===== src/design/cmta_pkg.sv =====
// ----------------------------------------------------------------------------
// cmta_pkg: shared types and sequence tables for the color markup translator
// Command codes passed from the front end to the back end, and the functions
// that give the length and the bytes of each expanded escape sequence.
// ----------------------------------------------------------------------------
package cmta_pkg;

    // ASCII bytes used in the emitted sequences
    localparam logic [7:0] CH_ESC    = 8'h1B;
    localparam logic [7:0] CH_LBRACK = 8'h5B;
    localparam logic [7:0] CH_ZERO   = 8'h30;
    localparam logic [7:0] CH_ONE    = 8'h31;
    localparam logic [7:0] CH_THREE  = 8'h33;
    localparam logic [7:0] CH_FOUR   = 8'h34;
    localparam logic [7:0] CH_SEMI   = 8'h3B;
    localparam logic [7:0] CH_M      = 8'h6D;
    localparam logic [7:0] CH_AMP    = 8'h26;
    localparam logic [7:0] CH_CARET  = 8'h5E;

    localparam int IDX_W = 4;

    typedef enum logic [1:0] {
        PFX_NONE,
        PFX_AMP,
        PFX_CARET
    } t_pfx;

    typedef enum logic [2:0] {
        K_TEXT,     // one byte passed through
        K_LIT,      // prefix character and the code byte, unchanged
        K_RST,      // plain reset
        K_FG,       // reset, then normal foreground
        K_FGB,      // reset, then bright foreground
        K_BG,       // normal background
        K_BGB,      // bright background
        K_EOM       // optional pending prefix, then closing reset
    } t_kind;

    typedef struct packed {
        t_kind      kind;
        t_pfx       pfx;
        logic [7:0] data;   // text byte, or color digit 0..7
    } t_cmd;

    function automatic logic has_pfx(t_pfx p);
        return (p == PFX_AMP) || (p == PFX_CARET);
    endfunction

    function automatic logic [7:0] pfx_char(t_pfx p);
        return (p == PFX_CARET) ? CH_CARET : CH_AMP;
    endfunction

    function automatic logic [7:0] reset_byte(logic [1:0] j);
        logic [7:0] b;
        case (j)
            2'd0:    b = CH_ESC;
            2'd1:    b = CH_LBRACK;
            2'd2:    b = CH_ZERO;
            default: b = CH_M;
        endcase
        return b;
    endfunction

    function automatic logic [IDX_W-1:0] cmd_len(t_cmd cmd);
        logic [IDX_W-1:0] n;
        case (cmd.kind)
            K_TEXT:  n = IDX_W'(1);
            K_LIT:   n = IDX_W'(2);
            K_RST:   n = IDX_W'(4);
            K_FG:    n = IDX_W'(9);
            K_FGB:   n = IDX_W'(11);
            K_BG:    n = IDX_W'(5);
            K_BGB:   n = IDX_W'(6);
            K_EOM:   n = has_pfx(cmd.pfx) ? IDX_W'(5) : IDX_W'(4);
            default: n = IDX_W'(1);
        endcase
        return n;
    endfunction

    function automatic logic [7:0] cmd_byte(t_cmd cmd, logic [IDX_W-1:0] idx);
        logic [7:0]       dch;
        logic [IDX_W-1:0] j;
        logic [7:0]       b;
        dch = CH_ZERO + cmd.data;
        j   = idx - IDX_W'(1);
        b   = cmd.data;
        case (cmd.kind)
            K_TEXT: b = cmd.data;
            K_LIT:  b = (idx == '0) ? pfx_char(cmd.pfx) : cmd.data;
            K_RST:  b = reset_byte(idx[1:0]);
            K_FG: begin
                case (idx)
                    4'd0, 4'd1, 4'd2, 4'd3: b = reset_byte(idx[1:0]);
                    4'd4:    b = CH_ESC;
                    4'd5:    b = CH_LBRACK;
                    4'd6:    b = CH_THREE;
                    4'd7:    b = dch;
                    default: b = CH_M;
                endcase
            end
            K_FGB: begin
                case (idx)
                    4'd0, 4'd1, 4'd2, 4'd3: b = reset_byte(idx[1:0]);
                    4'd4:    b = CH_ESC;
                    4'd5:    b = CH_LBRACK;
                    4'd6:    b = CH_ONE;
                    4'd7:    b = CH_SEMI;
                    4'd8:    b = CH_THREE;
                    4'd9:    b = dch;
                    default: b = CH_M;
                endcase
            end
            K_BG: begin
                case (idx)
                    4'd0:    b = CH_ESC;
                    4'd1:    b = CH_LBRACK;
                    4'd2:    b = CH_FOUR;
                    4'd3:    b = dch;
                    default: b = CH_M;
                endcase
            end
            K_BGB: begin
                case (idx)
                    4'd0:    b = CH_ESC;
                    4'd1:    b = CH_LBRACK;
                    4'd2:    b = CH_ONE;
                    4'd3:    b = CH_ZERO;
                    4'd4:    b = dch;
                    default: b = CH_M;
                endcase
            end
            K_EOM: begin
                if (!has_pfx(cmd.pfx)) begin
                    b = reset_byte(idx[1:0]);
                end else if (idx == '0) begin
                    b = pfx_char(cmd.pfx);
                end else begin
                    b = reset_byte(j[1:0]);
                end
            end
            default: b = cmd.data;
        endcase
        return b;
    endfunction

endpackage


===== src/design/color_markup_to_ansi_core.sv =====
// ----------------------------------------------------------------------------
// color_markup_to_ansi_core: color markup to ANSI escape translator
// Turns '&' / '^' two-character color markup into ANSI escape bytes.
// ----------------------------------------------------------------------------
// Each result byte passes through the output register, so plain text flows at
// one byte per cycle while the output is not stalled; a request makes
// no byte for a stored prefix, 1 byte for text, 2 for an
// unknown code, 4 for a reset, 5 or 6 for a background, 9 or 11 for a
// foreground, 4 or 5 at message end.
// The back end walks these bytes in order; the front end accepts the next
// request into a FIFO_DEPTH-entry command queue while a long sequence drains,
// and stalls intake only when that queue is full. Result bytes are loaded into
// the output register from the command at the head of the queue.
module color_markup_to_ansi_core #(
    parameter int FIFO_DEPTH = 2
) (
    input  logic       i_clk,
    input  logic       i_rst_n,
    input  logic       i_in_valid,
    output logic       o_in_ready,
    input  logic [7:0] i_in_byte,
    input  logic       i_end_of_message,
    output logic       o_out_valid,
    input  logic       i_out_ready,
    output logic [7:0] o_out_byte,
    output logic       o_last_in_run,
    output logic       o_message_done
);

    logic           q_push;
    logic           q_full;
    logic           q_pop;
    logic           q_valid;
    cmta_pkg::t_cmd q_in_cmd;
    cmta_pkg::t_cmd q_out_cmd;

    cmta_front u_front (
        .i_clk            (i_clk),
        .i_rst_n          (i_rst_n),
        .i_in_valid       (i_in_valid),
        .o_in_ready       (o_in_ready),
        .i_in_byte        (i_in_byte),
        .i_end_of_message (i_end_of_message),
        .i_q_full         (q_full),
        .o_q_push         (q_push),
        .o_q_cmd          (q_in_cmd)
    );

    cmta_fifo #(
        .DEPTH (FIFO_DEPTH)
    ) u_fifo (
        .i_clk   (i_clk),
        .i_rst_n (i_rst_n),
        .i_push  (q_push),
        .i_cmd   (q_in_cmd),
        .o_full  (q_full),
        .i_pop   (q_pop),
        .o_valid (q_valid),
        .o_cmd   (q_out_cmd)
    );

    cmta_back u_back (
        .i_clk          (i_clk),
        .i_rst_n        (i_rst_n),
        .i_q_valid      (q_valid),
        .i_q_cmd        (q_out_cmd),
        .o_q_pop        (q_pop),
        .o_out_valid    (o_out_valid),
        .i_out_ready    (i_out_ready),
        .o_out_byte     (o_out_byte),
        .o_last_in_run  (o_last_in_run),
        .o_message_done (o_message_done)
    );

endmodule


===== src/design/cmta_front.sv =====
// ----------------------------------------------------------------------------
// cmta_front: request intake and markup classification
// Tracks the pending color prefix and turns each request into one command for
// the back end, or none when a prefix byte is only stored.
// ----------------------------------------------------------------------------
module cmta_front (
    input  logic            i_clk,
    input  logic            i_rst_n,
    input  logic            i_in_valid,
    output logic            o_in_ready,
    input  logic [7:0]      i_in_byte,
    input  logic            i_end_of_message,
    input  logic            i_q_full,
    output logic            o_q_push,
    output cmta_pkg::t_cmd  o_q_cmd
);

    cmta_pkg::t_pfx r_pending;
    cmta_pkg::t_pfx n_pending;
    cmta_pkg::t_cmd cmd;
    logic           enq;
    logic           is_color;
    logic           bright;
    logic [2:0]     digit;
    logic [7:0]     lc;

    // color letter decode; capitals select bright
    always_comb begin
        bright = (i_in_byte inside {[8'h41:8'h5A]});
        lc     = bright ? (i_in_byte + 8'd32) : i_in_byte;
        is_color = 1'b1;
        digit    = 3'd0;
        case (lc)
            8'h78:         digit = 3'd0;   // x
            8'h72:         digit = 3'd1;   // r
            8'h67:         digit = 3'd2;   // g
            8'h6F, 8'h79:  digit = 3'd3;   // o, y
            8'h62:         digit = 3'd4;   // b
            8'h70:         digit = 3'd5;   // p
            8'h63:         digit = 3'd6;   // c
            8'h77:         digit = 3'd7;   // w
            default:       is_color = 1'b0;
        endcase
    end

    always_comb begin
        cmd.kind  = cmta_pkg::K_TEXT;
        cmd.pfx   = r_pending;
        cmd.data  = i_in_byte;
        enq       = 1'b1;
        n_pending = cmta_pkg::PFX_NONE;
        if (i_end_of_message) begin
            cmd.kind = cmta_pkg::K_EOM;
        end else if (r_pending == cmta_pkg::PFX_AMP) begin
            if (is_color) begin
                cmd.kind = bright ? cmta_pkg::K_FGB : cmta_pkg::K_FG;
                cmd.data = {5'd0, digit};
            end else if (i_in_byte == cmta_pkg::CH_ZERO) begin
                cmd.kind = cmta_pkg::K_RST;
            end else begin
                cmd.kind = cmta_pkg::K_LIT;
            end
        end else if (r_pending == cmta_pkg::PFX_CARET) begin
            if (is_color) begin
                cmd.kind = bright ? cmta_pkg::K_BGB : cmta_pkg::K_BG;
                cmd.data = {5'd0, digit};
            end else begin
                cmd.kind = cmta_pkg::K_LIT;
            end
        end else if (i_in_byte == cmta_pkg::CH_AMP) begin
            enq       = 1'b0;
            n_pending = cmta_pkg::PFX_AMP;
        end else if (i_in_byte == cmta_pkg::CH_CARET) begin
            enq       = 1'b0;
            n_pending = cmta_pkg::PFX_CARET;
        end
    end

    assign o_in_ready = !i_q_full;
    assign o_q_push   = i_in_valid && o_in_ready && enq;
    assign o_q_cmd    = cmd;

    always_ff @(posedge i_clk) begin
        if (!i_rst_n) begin
            r_pending <= cmta_pkg::PFX_NONE;
        end else if (i_in_valid && o_in_ready) begin
            r_pending <= n_pending;
        end
    end

endmodule


===== src/design/cmta_fifo.sv =====
// ----------------------------------------------------------------------------
// cmta_fifo: command queue between front end and back end
// Small register queue; lets intake continue while a long sequence drains.
// ----------------------------------------------------------------------------
module cmta_fifo #(
    parameter int DEPTH = 2
) (
    input  logic            i_clk,
    input  logic            i_rst_n,
    input  logic            i_push,
    input  cmta_pkg::t_cmd  i_cmd,
    output logic            o_full,
    input  logic            i_pop,
    output logic            o_valid,
    output cmta_pkg::t_cmd  o_cmd
);

    localparam int AW = (DEPTH > 1) ? $clog2(DEPTH) : 1;
    localparam int CW = $clog2(DEPTH + 1);

    cmta_pkg::t_cmd  r_mem [DEPTH];
    logic [AW-1:0]   r_wr_ptr;
    logic [AW-1:0]   r_rd_ptr;
    logic [CW-1:0]   r_count;
    logic [CW-1:0]   n_count;

    assign o_full  = (r_count == CW'(DEPTH));
    assign o_valid = (r_count != '0);
    assign o_cmd   = r_mem[r_rd_ptr];

    always_comb begin
        case ({i_push, i_pop})
            2'b10:   n_count = r_count + CW'(1);
            2'b01:   n_count = r_count - CW'(1);
            default: n_count = r_count;
        endcase
    end

    always_ff @(posedge i_clk) begin
        if (i_push) begin
            r_mem[r_wr_ptr] <= i_cmd;
        end
    end

    always_ff @(posedge i_clk) begin
        if (!i_rst_n) begin
            r_wr_ptr <= '0;
            r_rd_ptr <= '0;
            r_count  <= '0;
        end else begin
            r_count <= n_count;
            if (i_push) begin
                r_wr_ptr <= (r_wr_ptr == AW'(DEPTH - 1)) ? '0 : r_wr_ptr + AW'(1);
            end
            if (i_pop) begin
                r_rd_ptr <= (r_rd_ptr == AW'(DEPTH - 1)) ? '0 : r_rd_ptr + AW'(1);
            end
        end
    end

endmodule


===== src/design/cmta_back.sv =====
// ----------------------------------------------------------------------------
// cmta_back: sequence expansion and output register
// Walks the head command one byte per cycle unless stalled, onto the output.
// ----------------------------------------------------------------------------
module cmta_back (
    input  logic            i_clk,
    input  logic            i_rst_n,
    input  logic            i_q_valid,
    input  cmta_pkg::t_cmd  i_q_cmd,
    output logic            o_q_pop,
    output logic            o_out_valid,
    input  logic            i_out_ready,
    output logic [7:0]      o_out_byte,
    output logic            o_last_in_run,
    output logic            o_message_done
);

    logic [cmta_pkg::IDX_W-1:0] r_idx;
    logic                       r_out_valid;
    logic [7:0]                 r_byte;
    logic                       r_last;
    logic                       r_done;
    logic                       load;
    logic                       last;

    assign load    = i_q_valid && (!r_out_valid || i_out_ready);
    assign last    = (r_idx == cmta_pkg::cmd_len(i_q_cmd) - cmta_pkg::IDX_W'(1));
    assign o_q_pop = load && last;

    always_ff @(posedge i_clk) begin
        if (!i_rst_n) begin
            r_idx       <= '0;
            r_out_valid <= 1'b0;
        end else begin
            if (load) begin
                r_out_valid <= 1'b1;
                r_idx       <= last ? '0 : r_idx + cmta_pkg::IDX_W'(1);
            end else if (i_out_ready) begin
                r_out_valid <= 1'b0;
            end
        end
    end

    // payload: hold while the output stalls
    always_ff @(posedge i_clk) begin
        if (load) begin
            r_byte <= cmta_pkg::cmd_byte(i_q_cmd, r_idx);
            r_last <= last;
            r_done <= last && (i_q_cmd.kind == cmta_pkg::K_EOM);
        end
    end

    assign o_out_valid    = r_out_valid;
    assign o_out_byte     = r_byte;
    assign o_last_in_run  = r_last;
    assign o_message_done = r_done;

endmodule

===== config.mk =====
export PLATFORM = sky130hd
export DESIGN_NAME = color_markup_to_ansi_core
export DESIGN_NICKNAME = d
export VERILOG_FILES = /design/src/design/cmta_pkg.sv /design/src/design/color_markup_to_ansi_core.sv /design/src/design/cmta_front.sv /design/src/design/cmta_fifo.sv /design/src/design/cmta_back.sv
export SDC_FILE = /design/constraint.sdc
export NUM_CORES = 1
export LEC_CHECK = 0
export BUFFER_PORTS_ARGS = -buffer_cell sky130_fd_sc_hd__buf_2
export CAP_MARGIN = 40
export CORE_AREA = 2 2 87 89
export CTS_CLUSTER_SIZE = 25
export DETAILED_ROUTE_END_ITERATION = 12
export DIE_AREA = 0 0 89 91
export PLACE_DENSITY = 0.69
export SYNTH_ARGS = -nofsm -noshare
export SYNTH_HDL_FRONTEND = slang
export SYNTH_SLANG_ARGS = --single-unit

===== constraint.sdc =====
create_clock -name i_clk -period 4.01 [get_ports i_clk]
set_clock_uncertainty 0.1 [all_clocks]
set_input_delay 0.2005 -clock i_clk [delete_from_list [all_inputs] [get_ports i_clk]]
set_output_delay 0.2005 -clock i_clk [all_outputs]
set_load 0.05 [all_outputs]

==> Yosys cells after proc, flatten, opt, wreduce, memory -nomap -nowiden <==
Memory sizes are Yosys's and may differ from the RTL's. A register that Yosys moved wholly into a read port is not among the register bits.
Index checks and enable logic that the tools add are counted.
{ "op_classes": {"add_sub_neg": 9, "multipliers": 0, "div_mod_pow": 0, "order_cmp": 2, "n_eq_ne": 40, "n_shift": 0, "n_mux": 48, "bitwise_logic": 0, "reduce_logical": 20} }
{ "ops": {"columns": ["op", "count"], "rows": [
  ["$eq A8 B7 Y1 const B", 10],
  ["$pmux W8 S5", 2],
  ["$mux W8", 8],
  ["$pmux W8 S8", 1],
  ["$pmux W8 S7", 1],
  ["$pmux W7 S3", 2],
  ["$pmux W4 S8", 1],
  ["$pmux W8 S4", 1],
  ["$pmux W3 S7", 1],
  ["$mux W3", 6],
  ["$eq A4 B3 Y1 const B", 4],
  ["$eq A8 B6 Y1 const B", 2],
  ["$mux W1", 15],
  ["$mux W2", 7],
  ["$eq A2 B2 Y1 const B", 6],
  ["$eq A3 B3 Y1 const B", 4],
  ["$eq A2 B1 Y1 const B", 5],
  ["$reduce_or A9 Y1", 1],
  ["$add A6 B8 Y8 const A", 1],
  ["$add A8 B6 Y8 const B", 1],
  ["$eq A4 B2 Y1 const B", 2],
  ["$eq A4 B4 Y1 const B", 2],
  ["$ge A8 B7 Y1 const B", 1],
  ["$le A8 B7 Y1 const B", 1],
  ["21 further kinds", 34]
]} }
{ "totals": {"ff_bits": 21, "latch_bits": 0, "mem_bits_rw": 26, "romBits": 0, "in_bits": 13, "output_inout_bits": 12, "elab_cells": 129, "n_memories": 1} }
{ "mem_list": {"columns": ["name", "words", "width", "rd", "rd_clocked_by_memory_dff", "write_ports", "line_no", "rtl"], "rows": [
  ["u_fifo.r_mem", 2, 13, 1, 1, 1, "cmta_fifo.sv:21", "cmta_pkg::t_cmd r_mem [DEPTH];"]
]} }

==> Longest topological paths before layout <==
{ "depth": {"depth_word": 10, "mapped_depth": 15, "mapped_depth_nobuf": 13} }

==> Cells and area by module <==
Synthesis repeated with hierarchy kept, for this count alone.
{ "hier_totals": {"hier_cells": 420, "hier_area_um2": 3870.0} }
{ "modules_own_cells": {"columns": ["module", "n_inst", "cells_each", "area_each_um2", "seq_area_each_um2"], "rows": [
  ["cmta_back", 1, 277, 2183.3, 400.4],
  ["cmta_fifo", 1, 62, 1151.1, 880.8],
  ["cmta_front", 1, 81, 535.5, 40.0]
]} }

==> Worst setup path before layout <==
No wires, ideal clock.
{ "synth_timing": {"path_type": "reg-to-reg", "start": "register with a tool-made name", "end": "register u_fifo.r_count[1]", "setup_time_ns": 0.076, "t_arrival_ns": 3.647, "t_required_ns": 3.834, "path_slack_ns": 0.188, "path_stages_with_launch": 14, "path_buffers": 2, "synth_period_minus_slack_ns": 3.822, "path_cell_list": "dfxtp_1 buf_6 buf_2 mux2_2 ha_1 a21oi_1 o22ai_2 ha_1 xnor2_1 o32a_1 nor4b_4 ha_1 or3_1 a21boi_0"} }
{ "synth_lines": {"columns": ["item", "line_no", "rtl"], "rows": [
  ["end signal, assigned", "cmta_fifo.sv:51", "r_count <= n_count;"],
  ["end, declared", "cmta_fifo.sv:24", "logic [CW-1:0] r_count;"]
]} }

==> flow_metrics.env <==
export IMPL_status="finished, final reports clean"
export IMPL_viasPerCell=6.32
export IMPL_syn_to_final_growth_pct=9.66
export IMPL_ir_worst_vdd_mv=0.217
export IMPL_synth_fa_ha_area_share_pct=3.24
export IMPL_final_nets=426
export IMPL_powerDensity_nw_per_um2=540
export IMPL_antenna_found_initial=0
export IMPL_io_pins=25
export IMPL_period_share_pct=88.2
export IMPL_coreArea_um2=7140
export IMPL_htree_levels=2
export IMPL_power_leakage_nw=1.32
export IMPL_cp_max_fo=8
export IMPL_ant_nets=0
export IMPL_cts_inserted_buffers=5
export IMPL_endpoint_kind="register"
export IMPL_wire_per_inst_um=18.7
export IMPL_cts_num_sinks=48
export IMPL_num_antenna_cells=0
export IMPL_drv_slew=0
export IMPL_whs_endpoint="u_fifo.r_mem[1][7]"
export IMPL_grt_pass1_wl_mm=15.8
export IMPL_grt_overflow=0
export IMPL_syn_nets=405
export IMPL_synth_ff_type="edfxtp_1"
export IMPL_ys_ff_latch=48
export IMPL_drt_wl_total_mm=9.44
export IMPL_dieHeight_um=91
export IMPL_first_iter_violations=329
export IMPL_cts_setup_buffers=0
export IMPL_ctsResizeCount=0
export IMPL_cp_required_ns=4.14
export IMPL_vias=3185
export IMPL_start_util_pct=48.7
export IMPL_insertion_delay_ns=0.32
export IMPL_grt_max_degree=25
export IMPL_synth_edf_count=36
export IMPL_avgSynthCellArea_um2=9.07
export IMPL_crit_type="reg -> reg"
export IMPL_worstMarginPinSlew_ns=0.816
export IMPL_cts_tree="built"
export IMPL_die_w_um=89
export IMPL_max_freq_mhz=283
export IMPL_drc=0
export IMPL_grt_pass1_vias=3101
export IMPL_grtUsageTotal_pct=24.9
export IMPL_start_kind="register"
export IMPL_clkTransAtPathRegs_ns=0.09
export IMPL_async_flop_share_pct=0
export IMPL_rrSetupSlack_ns=0.47
export IMPL_hp_start="i_in_byte[7]"
export IMPL_rows=31
export IMPL_synth_compound_area_share_pct=23.7
export IMPL_synth_seq_area_share_pct=38.1
export IMPL_dieArea_um2=8100
export IMPL_ff2ff_path_depth=11
export IMPL_power_total_mw=2.05
export IMPL_hold_depth=1
export IMPL_ys_warn_count=0
export IMPL_cap_violations=0
export IMPL_synth_xor_area_share_pct=2.27
export IMPL_clock_path_buffers=2
export IMPL_place_congestion=0.973
export IMPL_synth_top_family_by_area="compound AO/OA/AOI/OAI gates"
export IMPL_synth_cells=383
export IMPL_reg2reg_to="u_fifo.r_count[1]"
export IMPL_hold_viol_final=0
export IMPL_synth_cell_types=70
export IMPL_dr_pass1_iters=5
export IMPL_numPortBuffers=24
export IMPL_rsz0062_at_grt="false"
export IMPL_fillers=713
export IMPL_setup_tns_ns=0
export IMPL_min_path_type="in -> reg"
export IMPL_arrival_ns=3.67
export IMPL_hold_buffers=0
export IMPL_syn_area_um2=3470
export IMPL_min_period_ns=3.54
export IMPL_setup_violations=0
export IMPL_root_buffer="clkbuf_8"
export IMPL_max_slew_margin_pct=45.6
export IMPL_drive_above_1_share_pct=15.6
export IMPL_dp_hpwl_mm=6.94
export IMPL_muxShareOfSynthArea_pct=6.63
export IMPL_yosys_area_share_simple_pct=21.8
[power by group]
part | leakage, nW | total, mW | internal, mW | switching [mW]
Combinational | 0.841 | 1.06 | 0.366 | 0.697
Clock | 0.0466 | 0.306 | 0.126 | 0.180
Sequential | 0.437 | 0.686 | 0.643 | 0.0432
Total | 1.32 | 2.05 | 1.13 | 0.921
[cell families (layout without fill, tap and decap cells)]
family          count (synthesis)  count (layout)
buf+inv                        35              57
simple gates                  140             140
compound gates                123             123
xor+xnor                        9               9
mux                            19              19
flops                          48              48
fa+ha+maj                       9               9
[cells in the final DEF, fill, tap and decap left out, types with 3 or more instances in the layout]
master and instances:
edfxtp_1 36, o21ai_0 32, nor2_1 30, a21oi_1 26, nand2_1 25, buf_2 24
nor2b_1 16, buf_4 15, nor3_1 14, dfxtp_1 12, mux2i_1 11, inv_1 9
ha_1 9, xnor2_1 8, nand2b_1 8, o211ai_1 8, nor3b_1 7, nand3_1 6
a221oi_1 5, o22ai_1 5, nand4_1 5, and3_1 5, clkbuf_8 5, mux2_2 4
nor4_1 4, and2_1 4, a32oi_1 4, a21boi_0 3, or2_2 3, or3_1 3
o21a_1 3, a31oi_1 3
[registers in the layout (all words and copies together) (netlist names), named ones only]
register,count
u_back.o_message_done,1
u_front.r_pending,2
u_fifo.r_count,2
u_back.o_out_byte,8
u_back.r_idx,4
u_fifo.r_mem,26
u_fifo.r_wr_ptr,1
u_fifo.r_rd_ptr,1
u_back.o_out_valid,1
u_back.o_last_in_run,1
[synthesized netlist by cell type, drive strengths merged (4+ instances only)]
cell type | instances | area [um^2]
a21oi | 26 | 130
a221oi | 5 | 43.8
a32oi | 4 | 35.0
and2 | 4 | 25.0
and3 | 5 | 31.3
buf | 5 | 36.3
clkbuf | 20 | 75.1
dfxtp | 12 | 240
edfxtp | 36 | 1080
ha | 9 | 113
inv | 9 | 33.8
mux2 | 6 | 75.1
mux2i | 13 | 155
nand2 | 25 | 93.8
nand2b | 8 | 50.1
nand3 | 6 | 30.0
nand4 | 5 | 31.3
nor2 | 32 | 125
nor2b | 16 | 100
nor3 | 14 | 70.1
nor3b | 7 | 52.6
nor4 | 4 | 25.0
o211ai | 8 | 60.1
o21ai | 33 | 165
o22ai | 6 | 43.8
xnor2 | 8 | 70.1
[metrics by stage]
| step | cell area, um^2 | util, % | cells | hold WS [ns] | setup WS (ns) |
|---|---|---|---|---|---|
| after global routing | 3810 | 53.3 | 504 | 0.0521 | 0.236 |
| after global placement | 3700 | 51.9 | 494 | 0.354 | 0.578 |
| after floorplan | 3470 | - | 383 | 0.264 | 0.188 |
| final | 3810 | 53.3 | 504 | 0.0457 | 0.474 |
| after CTS | 3810 | 53.3 | 504 | 0.0474 | 0.453 |
| after detailed placement | 3720 | 52.1 | 496 | 0.361 | 0.481 |
[worst max-delay path by stage]
stage,from,slack [ns],endpoint,depth (start not counted)
after floorplan,register,0.19,u_fifo.r_count[1],13
after global placement,register,0.58,u_fifo.r_count[1],11
after detailed placement,register,0.48,u_fifo.r_count[1],11
after CTS,register,0.45,u_fifo.r_count[1],11
after global routing,register,0.24,u_fifo.r_count[1],11
final,register,0.47,u_fifo.r_count[1],11
[area by class of cell]
| cell class | instances | area [um^2] | share of cell area [%] |
|---|---|---|---|
| clock buffer | 5 | 68.8 | 1.81 |
| timing repair buffer | 39 | 233 | 6.11 |
| sequential | 48 | 1320 | 34.7 |
| clock inverter | 3 | 21.3 | 0.559 |
| multi-input combinational | 300 | 2000 | 52.6 |
| tap | 99 | 124 | 3.25 |
| inverter | 10 | 37.5 | 0.986 |
[worst max-delay path, stage by stage (launching register included)]
cell and delay (ns):
dfxtp_1 0.38, mux2_2 0.36, ha_1 0.40, a21oi_1 0.20
o22ai_2 0.12, ha_1 0.23, xnor2_1 0.14, o32a_1 0.41
nor4b_4 0.30, ha_1 0.30, or3_1 0.35, a21boi_0 0.18
[per-layer routing]
| layer | part of all wire (%) | wire, um | GRT usage [%] |
|---|---|---|---|
| met1 | 41 | 3920 | 34.1 |
| met2 | 47 | 4400 | 38.9 |
| met3 | 6.6 | 622 | 3.00 |
| met4 | 5.3 | 501 | 11.7 |
| met5 | 0 | 0 | 0 |
(Power assumes the default switching activity.)
